===== src/rtl/complex_poly_matrix_convolution_core_macros.svh =====
// Assertion macros shared by the polynomial matrix convolution core.
// Needs clk and rst in the scope of each use; NO_ASSERTIONS empties them.
`ifndef COMPLEX_POLY_MATRIX_CONVOLUTION_CORE_MACROS_SVH
`define COMPLEX_POLY_MATRIX_CONVOLUTION_CORE_MACROS_SVH
`ifndef NO_ASSERTIONS
`define CPMC_ASSERT_IMPL(lbl, ante, cons, msg) \
  lbl: assert property (@(posedge clk) disable iff (rst) (ante) |-> (cons)) else $error(msg);
`define CPMC_ASSERT_NEXT(lbl, ante, cons, msg) \
  lbl: assert property (@(posedge clk) disable iff (rst) (ante) |=> (cons)) else $error(msg);
`else
`define CPMC_ASSERT_IMPL(lbl, ante, cons, msg)
`define CPMC_ASSERT_NEXT(lbl, ante, cons, msg)
`endif
`endif


===== src/rtl/cpmc_pkg.sv =====
// Shared types and constants of the polynomial matrix convolution core.
// No dependencies; used by the controller, the datapath and the top level.
package cpmc_pkg;

  localparam int TAP_W      = 5;   // tap field
  localparam int IDX_W      = 3;   // row and column fields
  localparam int K_W        = 4;   // inner index, bounded by the 4-bit size register
  localparam int IN_ELEM_W  = 16;  // element width on the stream
  localparam int ACC_W      = 40;
  localparam int LEAD_W     = 10;
  localparam int LEAD_SUM_W = 11;
  localparam int DIM_REG_W  = 4;
  localparam int TAP_REG_W  = 5;
  localparam int CFG_IDX_W  = 3;
  localparam int CFG_DATA_W = 10;
  localparam int S_TDATA_W  = 48;
  localparam int S_TUSER_W  = 2;
  localparam int M_TDATA_W  = 96;
  localparam int M_TUSER_W  = 1;

  localparam logic signed [ACC_W-1:0] ACC_MAX = {1'b0, {(ACC_W-1){1'b1}}};
  localparam logic signed [ACC_W-1:0] ACC_MIN = {1'b1, {(ACC_W-1){1'b0}}};

  typedef enum logic [1:0] {
    ACT_LOAD_A = 2'd0,
    ACT_LOAD_B = 2'd1,
    ACT_READ   = 2'd2
  } action_t;

  typedef enum logic [CFG_IDX_W-1:0] {
    REG_ROWS_A    = 3'd0,
    REG_INNER_DIM = 3'd1,
    REG_COLS_B    = 3'd2,
    REG_TAPS_A    = 3'd3,
    REG_TAPS_B    = 3'd4,
    REG_LEAD_A    = 3'd5,
    REG_LEAD_B    = 3'd6
  } cfg_reg_t;

  localparam logic STATUS_OK  = 1'b0;
  localparam logic STATUS_ERR = 1'b1;

  // controller -> datapath
  typedef struct packed {
    logic             capture;   // take the element of the accepted word
    logic             wr_a;
    logic             wr_b;
    logic             rd_issue;  // read one A/B element pair
    logic [TAP_W-1:0] tap_a;
    logic [TAP_W-1:0] tap_b;
    logic [IDX_W-1:0] row;
    logic [IDX_W-1:0] col;
    logic [K_W-1:0]   k;
    logic             acc_clear;
    logic             load_out;
    logic             use_acc;
    logic             status;
  } cmd_t;

  // datapath -> controller
  typedef struct packed {
    logic out_free;
    logic pipe_busy;
  } stat_t;

endpackage


===== src/rtl/cpmc_ctrl.sv =====
// Controller of the polynomial matrix convolution core: size registers,
// range checks and the tap/inner-index walk. Uses cpmc_pkg and the macro header.
`include "complex_poly_matrix_convolution_core_macros.svh"

module cpmc_ctrl #(
  parameter int MAX_DIM  = 8,
  parameter int MAX_TAPS = 16
) (
  input  logic                                clk,
  input  logic                                rst,
  input  logic                                s_tvalid,
  output logic                                s_tready,
  input  logic [1:0]                          action,
  input  logic [cpmc_pkg::TAP_W-1:0]          tap,
  input  logic [cpmc_pkg::IDX_W-1:0]          row,
  input  logic [cpmc_pkg::IDX_W-1:0]          col,
  input  logic                                cfg_wen,
  input  logic [cpmc_pkg::CFG_IDX_W-1:0]      cfg_index,
  input  logic [cpmc_pkg::CFG_DATA_W-1:0]     cfg_data,
  input  cpmc_pkg::stat_t                     stat,
  output cpmc_pkg::cmd_t                      cmd
);

  typedef enum logic [4:0] {
    ST_IDLE   = 5'b00001,
    ST_CHECK  = 5'b00010,
    ST_WALK   = 5'b00100,
    ST_DRAIN  = 5'b01000,
    ST_FINISH = 5'b10000
  } state_t;

  state_t state, state_next;

  logic [cpmc_pkg::DIM_REG_W-1:0] rows_a, inner_dim, cols_b;
  logic [cpmc_pkg::TAP_REG_W-1:0] taps_a, taps_b;
  logic [cpmc_pkg::DIM_REG_W-1:0] nr, nk, nc;
  logic [cpmc_pkg::TAP_REG_W-1:0] ta, tb;

  logic [1:0]                 act_r;
  logic [cpmc_pkg::TAP_W-1:0] tap_r;
  logic [cpmc_pkg::IDX_W-1:0] row_r, col_r;
  logic [cpmc_pkg::TAP_W-1:0] i_cnt, i_end;
  logic [cpmc_pkg::K_W-1:0]   k_cnt;
  logic                       phase;
  logic                       status_r, use_acc_r;

  logic                       ok_a, ok_b, ok_rd, item_ok;
  logic [cpmc_pkg::TAP_W-1:0] i_start, i_last;
  logic                       last_pair;

  function automatic logic [cpmc_pkg::DIM_REG_W-1:0] clamp_dim(
    input logic [cpmc_pkg::DIM_REG_W-1:0] v
  );
    if (v == '0) return cpmc_pkg::DIM_REG_W'(1);
    if (32'(v) > MAX_DIM) return cpmc_pkg::DIM_REG_W'(MAX_DIM);
    return v;
  endfunction

  function automatic logic [cpmc_pkg::TAP_REG_W-1:0] clamp_taps(
    input logic [cpmc_pkg::TAP_REG_W-1:0] v
  );
    if (v == '0) return cpmc_pkg::TAP_REG_W'(1);
    if (32'(v) > MAX_TAPS) return cpmc_pkg::TAP_REG_W'(MAX_TAPS);
    return v;
  endfunction

  assign nr = clamp_dim(rows_a);
  assign nk = clamp_dim(inner_dim);
  assign nc = clamp_dim(cols_b);
  assign ta = clamp_taps(taps_a);
  assign tb = clamp_taps(taps_b);

  // size registers
  always_ff @(posedge clk) begin
    if (rst) begin
      rows_a    <= cpmc_pkg::DIM_REG_W'(1);
      inner_dim <= cpmc_pkg::DIM_REG_W'(1);
      cols_b    <= cpmc_pkg::DIM_REG_W'(1);
      taps_a    <= cpmc_pkg::TAP_REG_W'(1);
      taps_b    <= cpmc_pkg::TAP_REG_W'(1);
    end else if (cfg_wen) begin
      case (cpmc_pkg::cfg_reg_t'(cfg_index))
        cpmc_pkg::REG_ROWS_A:    rows_a    <= cfg_data[cpmc_pkg::DIM_REG_W-1:0];
        cpmc_pkg::REG_INNER_DIM: inner_dim <= cfg_data[cpmc_pkg::DIM_REG_W-1:0];
        cpmc_pkg::REG_COLS_B:    cols_b    <= cfg_data[cpmc_pkg::DIM_REG_W-1:0];
        cpmc_pkg::REG_TAPS_A:    taps_a    <= cfg_data[cpmc_pkg::TAP_REG_W-1:0];
        cpmc_pkg::REG_TAPS_B:    taps_b    <= cfg_data[cpmc_pkg::TAP_REG_W-1:0];
        default: ;
      endcase
    end
  end

  // range checks on the held address
  always_comb begin
    ok_a  = (tap_r < ta) && ({1'b0, row_r} < nr) && ({1'b0, col_r} < nk);
    ok_b  = (tap_r < tb) && ({1'b0, row_r} < nk) && ({1'b0, col_r} < nc);
    ok_rd = ({1'b0, tap_r} < ({1'b0, ta} + {1'b0, tb} - 6'd1))
            && ({1'b0, row_r} < nr) && ({1'b0, col_r} < nc);
    case (act_r)
      cpmc_pkg::ACT_LOAD_A: item_ok = ok_a;
      cpmc_pkg::ACT_LOAD_B: item_ok = ok_b;
      cpmc_pkg::ACT_READ:   item_ok = ok_rd;
      default:              item_ok = 1'b0;
    endcase
    // first A tap whose partner B tap lies below taps_b, last A tap in use
    i_start   = (tap_r >= tb) ? (tap_r - tb + cpmc_pkg::TAP_W'(1)) : '0;
    i_last    = ((ta - cpmc_pkg::TAP_W'(1)) < tap_r) ? (ta - cpmc_pkg::TAP_W'(1)) : tap_r;
    last_pair = (k_cnt == (nk - cpmc_pkg::K_W'(1))) && (i_cnt == i_end);
  end

  always_comb begin
    state_next = state;
    case (state)
      ST_IDLE:   if (s_tvalid) state_next = ST_CHECK;
      ST_CHECK:  state_next = (item_ok && (act_r == cpmc_pkg::ACT_READ)) ? ST_WALK : ST_FINISH;
      ST_WALK:   if (!phase && last_pair) state_next = ST_DRAIN;
      ST_DRAIN:  if (!stat.pipe_busy) state_next = ST_FINISH;
      ST_FINISH: if (stat.out_free) state_next = ST_IDLE;
      default:   state_next = ST_IDLE;
    endcase
  end

  always_ff @(posedge clk) begin
    if (rst) begin
      state     <= ST_IDLE;
      phase     <= 1'b0;
      status_r  <= cpmc_pkg::STATUS_OK;
      use_acc_r <= 1'b0;
    end else begin
      state <= state_next;
      case (state)
        ST_IDLE: begin
          if (s_tvalid) begin
            act_r <= action;
            tap_r <= tap;
            row_r <= row;
            col_r <= col;
          end
        end
        ST_CHECK: begin
          status_r  <= item_ok ? cpmc_pkg::STATUS_OK : cpmc_pkg::STATUS_ERR;
          use_acc_r <= item_ok && (act_r == cpmc_pkg::ACT_READ);
          i_cnt     <= i_start;
          i_end     <= i_last;
          k_cnt     <= '0;
          phase     <= 1'b0;
        end
        ST_WALK: begin
          phase <= ~phase;
          if (!phase) begin
            if (k_cnt == (nk - cpmc_pkg::K_W'(1))) begin
              k_cnt <= '0;
              i_cnt <= i_cnt + cpmc_pkg::TAP_W'(1);
            end else begin
              k_cnt <= k_cnt + cpmc_pkg::K_W'(1);
            end
          end
        end
        default: ;
      endcase
    end
  end

  // no word is taken while reset is held
  assign s_tready = (state == ST_IDLE) && !rst;

  always_comb begin
    cmd           = '0;
    cmd.capture   = s_tvalid && s_tready;
    cmd.wr_a      = (state == ST_CHECK) && ok_a && (act_r == cpmc_pkg::ACT_LOAD_A);
    cmd.wr_b      = (state == ST_CHECK) && ok_b && (act_r == cpmc_pkg::ACT_LOAD_B);
    cmd.rd_issue  = (state == ST_WALK) && !phase;
    cmd.tap_a     = (state == ST_WALK) ? i_cnt : tap_r;
    cmd.tap_b     = (state == ST_WALK) ? (tap_r - i_cnt) : tap_r;
    cmd.row       = row_r;
    cmd.col       = col_r;
    cmd.k         = k_cnt;
    cmd.acc_clear = (state == ST_CHECK);
    cmd.load_out  = (state == ST_FINISH) && stat.out_free;
    cmd.use_acc   = use_acc_r;
    cmd.status    = status_r;
  end

  `CPMC_ASSERT_NEXT(a_accept_goes_check, s_tvalid && s_tready, state == ST_CHECK, "accepted word did not reach the check state")
  `CPMC_ASSERT_IMPL(a_walk_k_in_range, state == ST_WALK, k_cnt < nk, "inner index ran past inner_dim")
  `CPMC_ASSERT_IMPL(a_issue_taps_valid, cmd.rd_issue, (i_cnt <= i_end) && (cmd.tap_b < tb), "read issued for a tap pair outside the sizes")

endmodule


===== config.mk =====
export PLATFORM = sky130hd
export DESIGN_NAME = cpmc_ctrl
export DESIGN_NICKNAME = d
export VERILOG_FILES = /design/src/rtl/cpmc_pkg.sv /design/src/rtl/cpmc_ctrl.sv
export VERILOG_INCLUDE_DIRS = /design/src /design/src/rtl
export SDC_FILE = /design/constraint.sdc
export NUM_CORES = 1
export LEC_CHECK = 0
export BUFFER_PORTS_ARGS = -buffer_cell sky130_fd_sc_hd__clkbuf_2
export CAP_MARGIN = 5
export CORE_MARGIN = 4
export CORE_UTILIZATION = 50
export CTS_BUF_LIST = sky130_fd_sc_hd__clkbuf_16
export DETAILED_ROUTE_END_ITERATION = 10
export GPL_ROUTABILITY_DRIVEN = 0
export HOLD_SLACK_MARGIN = 0.05
export PLACE_DENSITY_LB_ADDON = 0.12
export SETUP_SLACK_MARGIN = 0.02
export SYNTH_ARGS = -nofsm -noshare
export SYNTH_HDL_FRONTEND = slang
export SYNTH_SLANG_ARGS = --single-unit

===== constraint.sdc =====
create_clock -name clk -period 3.75 [get_ports clk]
set_clock_uncertainty 0.2 [all_clocks]
set_input_delay 0.5625 -clock clk [delete_from_list [all_inputs] [get_ports clk]]
set_output_delay 0.5625 -clock clk [all_outputs]
set_load 0.01 [all_outputs]

==> results of run 1 <==
==> path summary, 6_finish.rpt <==
| check | startpoint | to | slack [ps] | depth (start not counted) |
|---|---|---|---|---|
| hold reg to reg | inner_dim[0] | inner_dim[0] | 270 | 2 |
| setup / recovery | taps_a[4] | state[2] | 380 | 16 |
| hold / removal | col[0] | col_r[0] | 210 | 1 |
| setup reg to reg | taps_a[4] | state[2] | 380 | 16 |
==> state kept, by name, indices dropped and copies added, names as in the netlist <==
name and flops:
rows_a 4, act_r 2, use_acc_r 1, inner_dim 4, state 5, taps_b 5, row_r 3, status_r 1
phase 1, taps_a 5, i_cnt 5, col_r 3, i_end 5, cols_b 4, tap_r 5, k_cnt 4
==> repair_timing <==
item | 4_1_cts | 5_1_grt
gates resized for setup | 0 | 3
buffers inserted | 0 | 1
setup endpoints to repair | 0 | 2
==> final cells by class <==
| cell class | count | area (sq um) | share of cell area [%] |
|---|---|---|---|
| clock buffers | 10 | 250 | 5.58 |
| well taps | 99 | 124 | 2.76 |
| clock inverters | 6 | 25.0 | 0.558 |
| repair buffers | 60 | 313 | 6.98 |
| inverters | 40 | 150 | 3.35 |
| flip-flops and latches | 57 | 1410 | 31.5 |
| multi-input cells | 300 | 2210 | 49.3 |
==> synthesized netlist by cell type, types with 7 or more instances <==
cell type | n | area, sq um
a21o_1 | 7 | 52.6
xnor2_1 | 15 | 131
clkbuf_1 | 8 | 30.0
o21ai_0 | 20 | 100
a21oi_1 | 21 | 105
dfxtp_1 | 30 | 601
nand3_1 | 11 | 55.1
inv_1 | 39 | 146
edfxtp_1 | 27 | 811
nand2_1 | 33 | 124
ha_1 | 47 | 588
mux2i_1 | 20 | 200
nor3_1 | 7 | 35.0
nor2_1 | 43 | 161
xor2_1 | 8 | 70.1
==> metal layers <==
metal  part of all wire [%]  vias to the layer above  track usage [%]
met3                    4.0                       18             4.50
met5                      0                        -                0
met1                     47                     1418             25.4
li1                       -                     1559                -
met2                     46                       64             32.5
met4                    2.5                        0             7.93
==> per-stage QoR <==
step	std cells	instance area [sq um]	total power, mW
2_1_floorplan	408	3810	0.853
4_1_cts	571	4460	1.67
3_3_place_gp	555	4190	0.922
6_report	572	4480	1.66
3_5_place_dp	555	4190	0.930
5_1_grt	572	4480	1.73
==> cell families (layout without fill, tap and decap cells) <==
family | count (synthesis) | after routing
simple gates | 125 | 125
compound gates | 77 | 77
flops | 57 | 57
fa+ha+maj | 51 | 51
buf+inv | 51 | 116
mux | 24 | 24
xor+xnor | 23 | 23
==> report_power, final <==
part	internal [mW]	total, mW	switching (mW)
combinational	0.103	0.228	0.125
sequential	0.674	0.696	0.0212
clock	0.473	0.736	0.262
==> flow_summary.yaml, run 1 <==
die:
  die-area_sq_um: 9070
  fp-row-count: 31
  die_w_um: 95.3
  core_area_sq_um: 7330
  start_util_pct: 51.9
  die_y_um: 95.3
  ios: 61
timing:
  setup_slack_ps: 375
  relSlewSlack_pct: 36.8
  hold_slack_ps: 211
  tns_ps: 0
  fmax_mhz: 296
  min_period_over_period_pct: 90.0
  final-max-slew-violation-count: 0
  hold_viol: 0
  rsz0062_at_grt: "no"
  worst_pin_slew_ps: 941
  min_period_ps: 3370
  setup_viol: 0
critical_path:
  cp.required_ps: 3770
  cp-end-kind: "flop"
  cp_max_fo: 6
  slowest_delay_ps: 330
  crit_buf_inv: 3
  crit_family: "compound AO/OA/AOI/OAI gates"
  crit_path_top_delay_cell: "dfxtp_1"
  cp.arrival_ps: 3390
  path_class: "flop to flop"
  worstPathCellList: "clkinv_1 > nand2_1 > ha_1 > inv_1 > ha_1 > a21o_1 > a21oi_1 > xor2_1 > ha_1 > nand2_1 > a21oi_1 > a211oi_2 > buf_4 > o2111ai_2 > o22ai_1 > and3_1"
  cp_common_cell: "ha_1"
  startpoint_type: "flop"
final_layout:
  fillCellCount: 640
  layout_commonest_cell: "clkbuf_2"
  area_growth_pct: 17.8
  final_layout_size_suffix_gt1_share_pct: 18.2
  final_cell_mix: "clkbuf_2 (55), ha_1 (47), nor2_1 (43)"
  fin_util_pct: 61.2
  fin_nets: 551
  antennaDiodeCount: 0
clock_tree:
  clock-sinks: 57
  cts.path.max_buffers: 2
  clk_latency_ps: 320
  postCtsHoldBufs: 0
  cts_buffers: 9
  htree_num_levels: 3
  cts_tree: "yes"
  cts_root_buf: "clkbuf_16"
  clkTransAtPathRegs_ps: 50
power:
  p_leak_nw: 2.00
  peakVddDrop_mv: 0.254
  power.density_nw_per_um2: 370
global_routing:
  grt_pass1_vias: 2958
  grt_usage_pct: 19.9
  overflow: 0
  grt_max_degree: 26
  antenna_found_initial: 0
  grt_pass1_wl_um: 14000
detailed_routing:
  via_per_inst: 5.35
  detail-route-antenna-nets: 0
  firstDrtPassIters: 4
  routedWlPerCell_um: 14.8
  drt-initial-drc-count: 100
  drc: 0
  finalWirelength_um: 8440
  routed-via-count: 3059
synth:
  postSynthCellCount: 408
  synth_xor_area_share_pct: 5.29
  synth-simple-area-share_pct: 15.5
  syn_nets: 491
  synthArstFlopShare_pct: 0
  synth_edf_count: 27
  synthAdderAreaFrac_pct: 17.6
  synth_compound_area_share_pct: 12.8
  synthesis.area_sq_um: 3810
  ys.flop_type: "dfxtp_1"
  synth_cell_types: 53
  muxShareOfSynthArea_pct: 6.44
  yosys_register_bits: 57
  synth_warnings: 0
  ys_seq_area_share_pct: 37.1
  synth_top_family_by_area: "adder cells"
  syn_area_per_cell_sq_um: 9.33
placement:
  place_hpwl_um: 6670
  io_buffer_count: 55
  pre_cts_ws_ps: 267
min_path:
  hp-class: "primary input to flop"
run:
  cap_violations: 0
run_status:
  status: "finished, final reports clean"
(Power assumes the default switching activity.)
==> run 2, diff against run 1 <==
--- a/config.mk
+++ b/config.mk
@@ -6,10 +6,10 @@
 export SDC_FILE = /design/constraint.sdc
 export NUM_CORES = 1
 export LEC_CHECK = 0
-export BUFFER_PORTS_ARGS = -buffer_cell sky130_fd_sc_hd__clkbuf_2
+export BUFFER_PORTS_ARGS = -buffer_cell sky130_fd_sc_hd__buf_2
 export CAP_MARGIN = 5
 export CORE_MARGIN = 4
-export CORE_UTILIZATION = 50
+export CORE_UTILIZATION = 37
 export CTS_BUF_LIST = sky130_fd_sc_hd__clkbuf_16
 export DETAILED_ROUTE_END_ITERATION = 10
 export GPL_ROUTABILITY_DRIVEN = 0
==> run 2 against run 1 <==
- register-to-register slack got worse by 20 ps
- non-clock buffer count decreased by 1
- critical path depth down 1
- flip-flop and latch count unchanged
- cell area increased by 1.3%
- first-iteration DRC count is 9.0% higher
- clock power is 13% higher
- worst setup slack worse by 16 ps
- die area up 32%
- critical path type unchanged
==> flow_summary.yaml, run 2 (same netlist as run 1, synthesis figures left out) <==
placement:
  place_hpwl_um: 6940
  placed_area_sq_um: 4230
  io_buffer_count: 55
detailed_routing:
  via_per_inst: 5.00
  routed-via-count: 3024
  top_layer: "met4"
  detail-route-antenna-nets: 0
  wl_met3_um: 364
  met1_length_um: 4420
  routedWlPerCell_um: 14.8
  drc: 0
  met2_length_um: 4100
  finalWirelength_um: 8970
  firstDrtPassIters: 4
  drt-initial-drc-count: 109
critical_path:
  worstPathCellList: "inv_1 > nand2_1 > ha_1 > inv_1 > ha_1 > fa_1 > inv_1 > ha_1 > a21oi_1 > a21oi_1 > a211oi_1 > buf_4 > o2111ai_2 > o22ai_1 > and3_1"
  startpoint_type: "flop"
  path_class: "flop to flop"
  slowest_delay_ps: 480
  cp_max_fo: 5
  cp-end-kind: "flop"
  crit_buf_inv: 4
  crit_path_top_delay_cell: "fa_1"
  cp.arrival_ps: 3460
  cp.required_ps: 3820
  crit_family: "adder cells"
final_layout:
  area_growth_pct: 19.4
  layout_commonest_cell: "buf_2"
  design_area_sq_um: 4540
  fin_nets: 550
  antennaDiodeCount: 0
  final_cell_mix: "buf_2 (55), ha_1 (47), nor2_1 (42)"
  final_layout_size_suffix_gt1_share_pct: 18.2
  fin_util_pct: 45.8
clock_tree:
  clock-sinks: 57
  cts_setup_buffers: 0
  clk_latency_ps: 330
  cts_buffers: 9
  cts_resized: 0
  htree_num_levels: 3
  postCtsHoldBufs: 0
  cts_tree: "yes"
  cts_root_buf: "clkbuf_16"
  cts.path.max_buffers: 2
  clkTransAtPathRegs_ps: 60
die:
  ios: 61
  die_y_um: 109
  core_area_sq_um: 9910
  die_w_um: 109
  fp-row-count: 36
  die-area_sq_um: 12000
  start_util_pct: 38.4
global_routing:
  grt_usage_pct: 15.9
  overflow: 0
  grt_max_degree: 26
  grt_pass1_wl_um: 14400
  grt_pass1_vias: 2910
  antenna_found_initial: 0
timing:
  relSlewSlack_pct: 36.7
  min_period_ps: 3390
  final-max-slew-violation-count: 0
  tns_ps: 0
  worst_pin_slew_ps: 942
  fmax_mhz: 295
  rsz0062_at_grt: "no"
  setup_viol: 0
  min_period_over_period_pct: 90.4
  hold_viol: 0
run_status:
  status: "finished, final reports clean"
power:
  power_mw: 1.75
  p_leak_nw: 2.00
  power.density_nw_per_um2: 385
  peakVddDrop_mv: 0.257
run:
  cap_violations: 0
min_path:
  hp-class: "primary input to flop"
run 2: metrics by stage:
stage	instances	hold slack, ps	worst slack, ps
after detailed placement	589	257	201
after floorplan	408	232	606
after global placement	589	254	263
after CTS	605	192	176
after global routing	605	188	72.3
final	605	201	359
run 2: metal layers:
layer	vias to the layer above	global-route usage (%)
met4	0	4.72
met1	1405	21.5
met3	8	4.35
met5	-	0
li1	1556	-
met2	55	24.7
run 2: worst register-to-register path, cell delays in order (launching register included):
cell and delay, ps:
dfxtp_1 310, inv_1 150, nand2_1 140, ha_1 300
inv_1 40, ha_1 210, fa_1 480, inv_1 40
ha_1 280, a21oi_1 160, a21oi_1 80, a211oi_1 220
buf_4 160, o2111ai_2 180, o22ai_1 200, and3_1 170
run 2: power breakdown:
part | switching, mW | internal, mW
clock | 0.282 | 0.548
sequential | 0.0219 | 0.674
combinational | 0.123 | 0.101
run 2: path summary, 6_finish.rpt:
| check | start | to | slack [ps] | cells after the start |
|---|---|---|---|---|
| worst min-delay path | row[1] | row_r[1] | 200 | 1 |
| worst min register to register | cols_b[0] | cols_b[0] | 270 | 2 |
| worst max register to register | taps_b[4] | state[2] | 360 | 15 |
| worst max-delay path | taps_b[4] | state[2] | 360 | 15 |
run 2: layout make-up:
type	count	area, sq um
fill	981	5370
multi-input combinational	300	2200
sequential	57	1410
timing repair buffer	59	305
clock buffer	10	250
tap	133	166
inverter	40	150
clock inverter	6	56.3
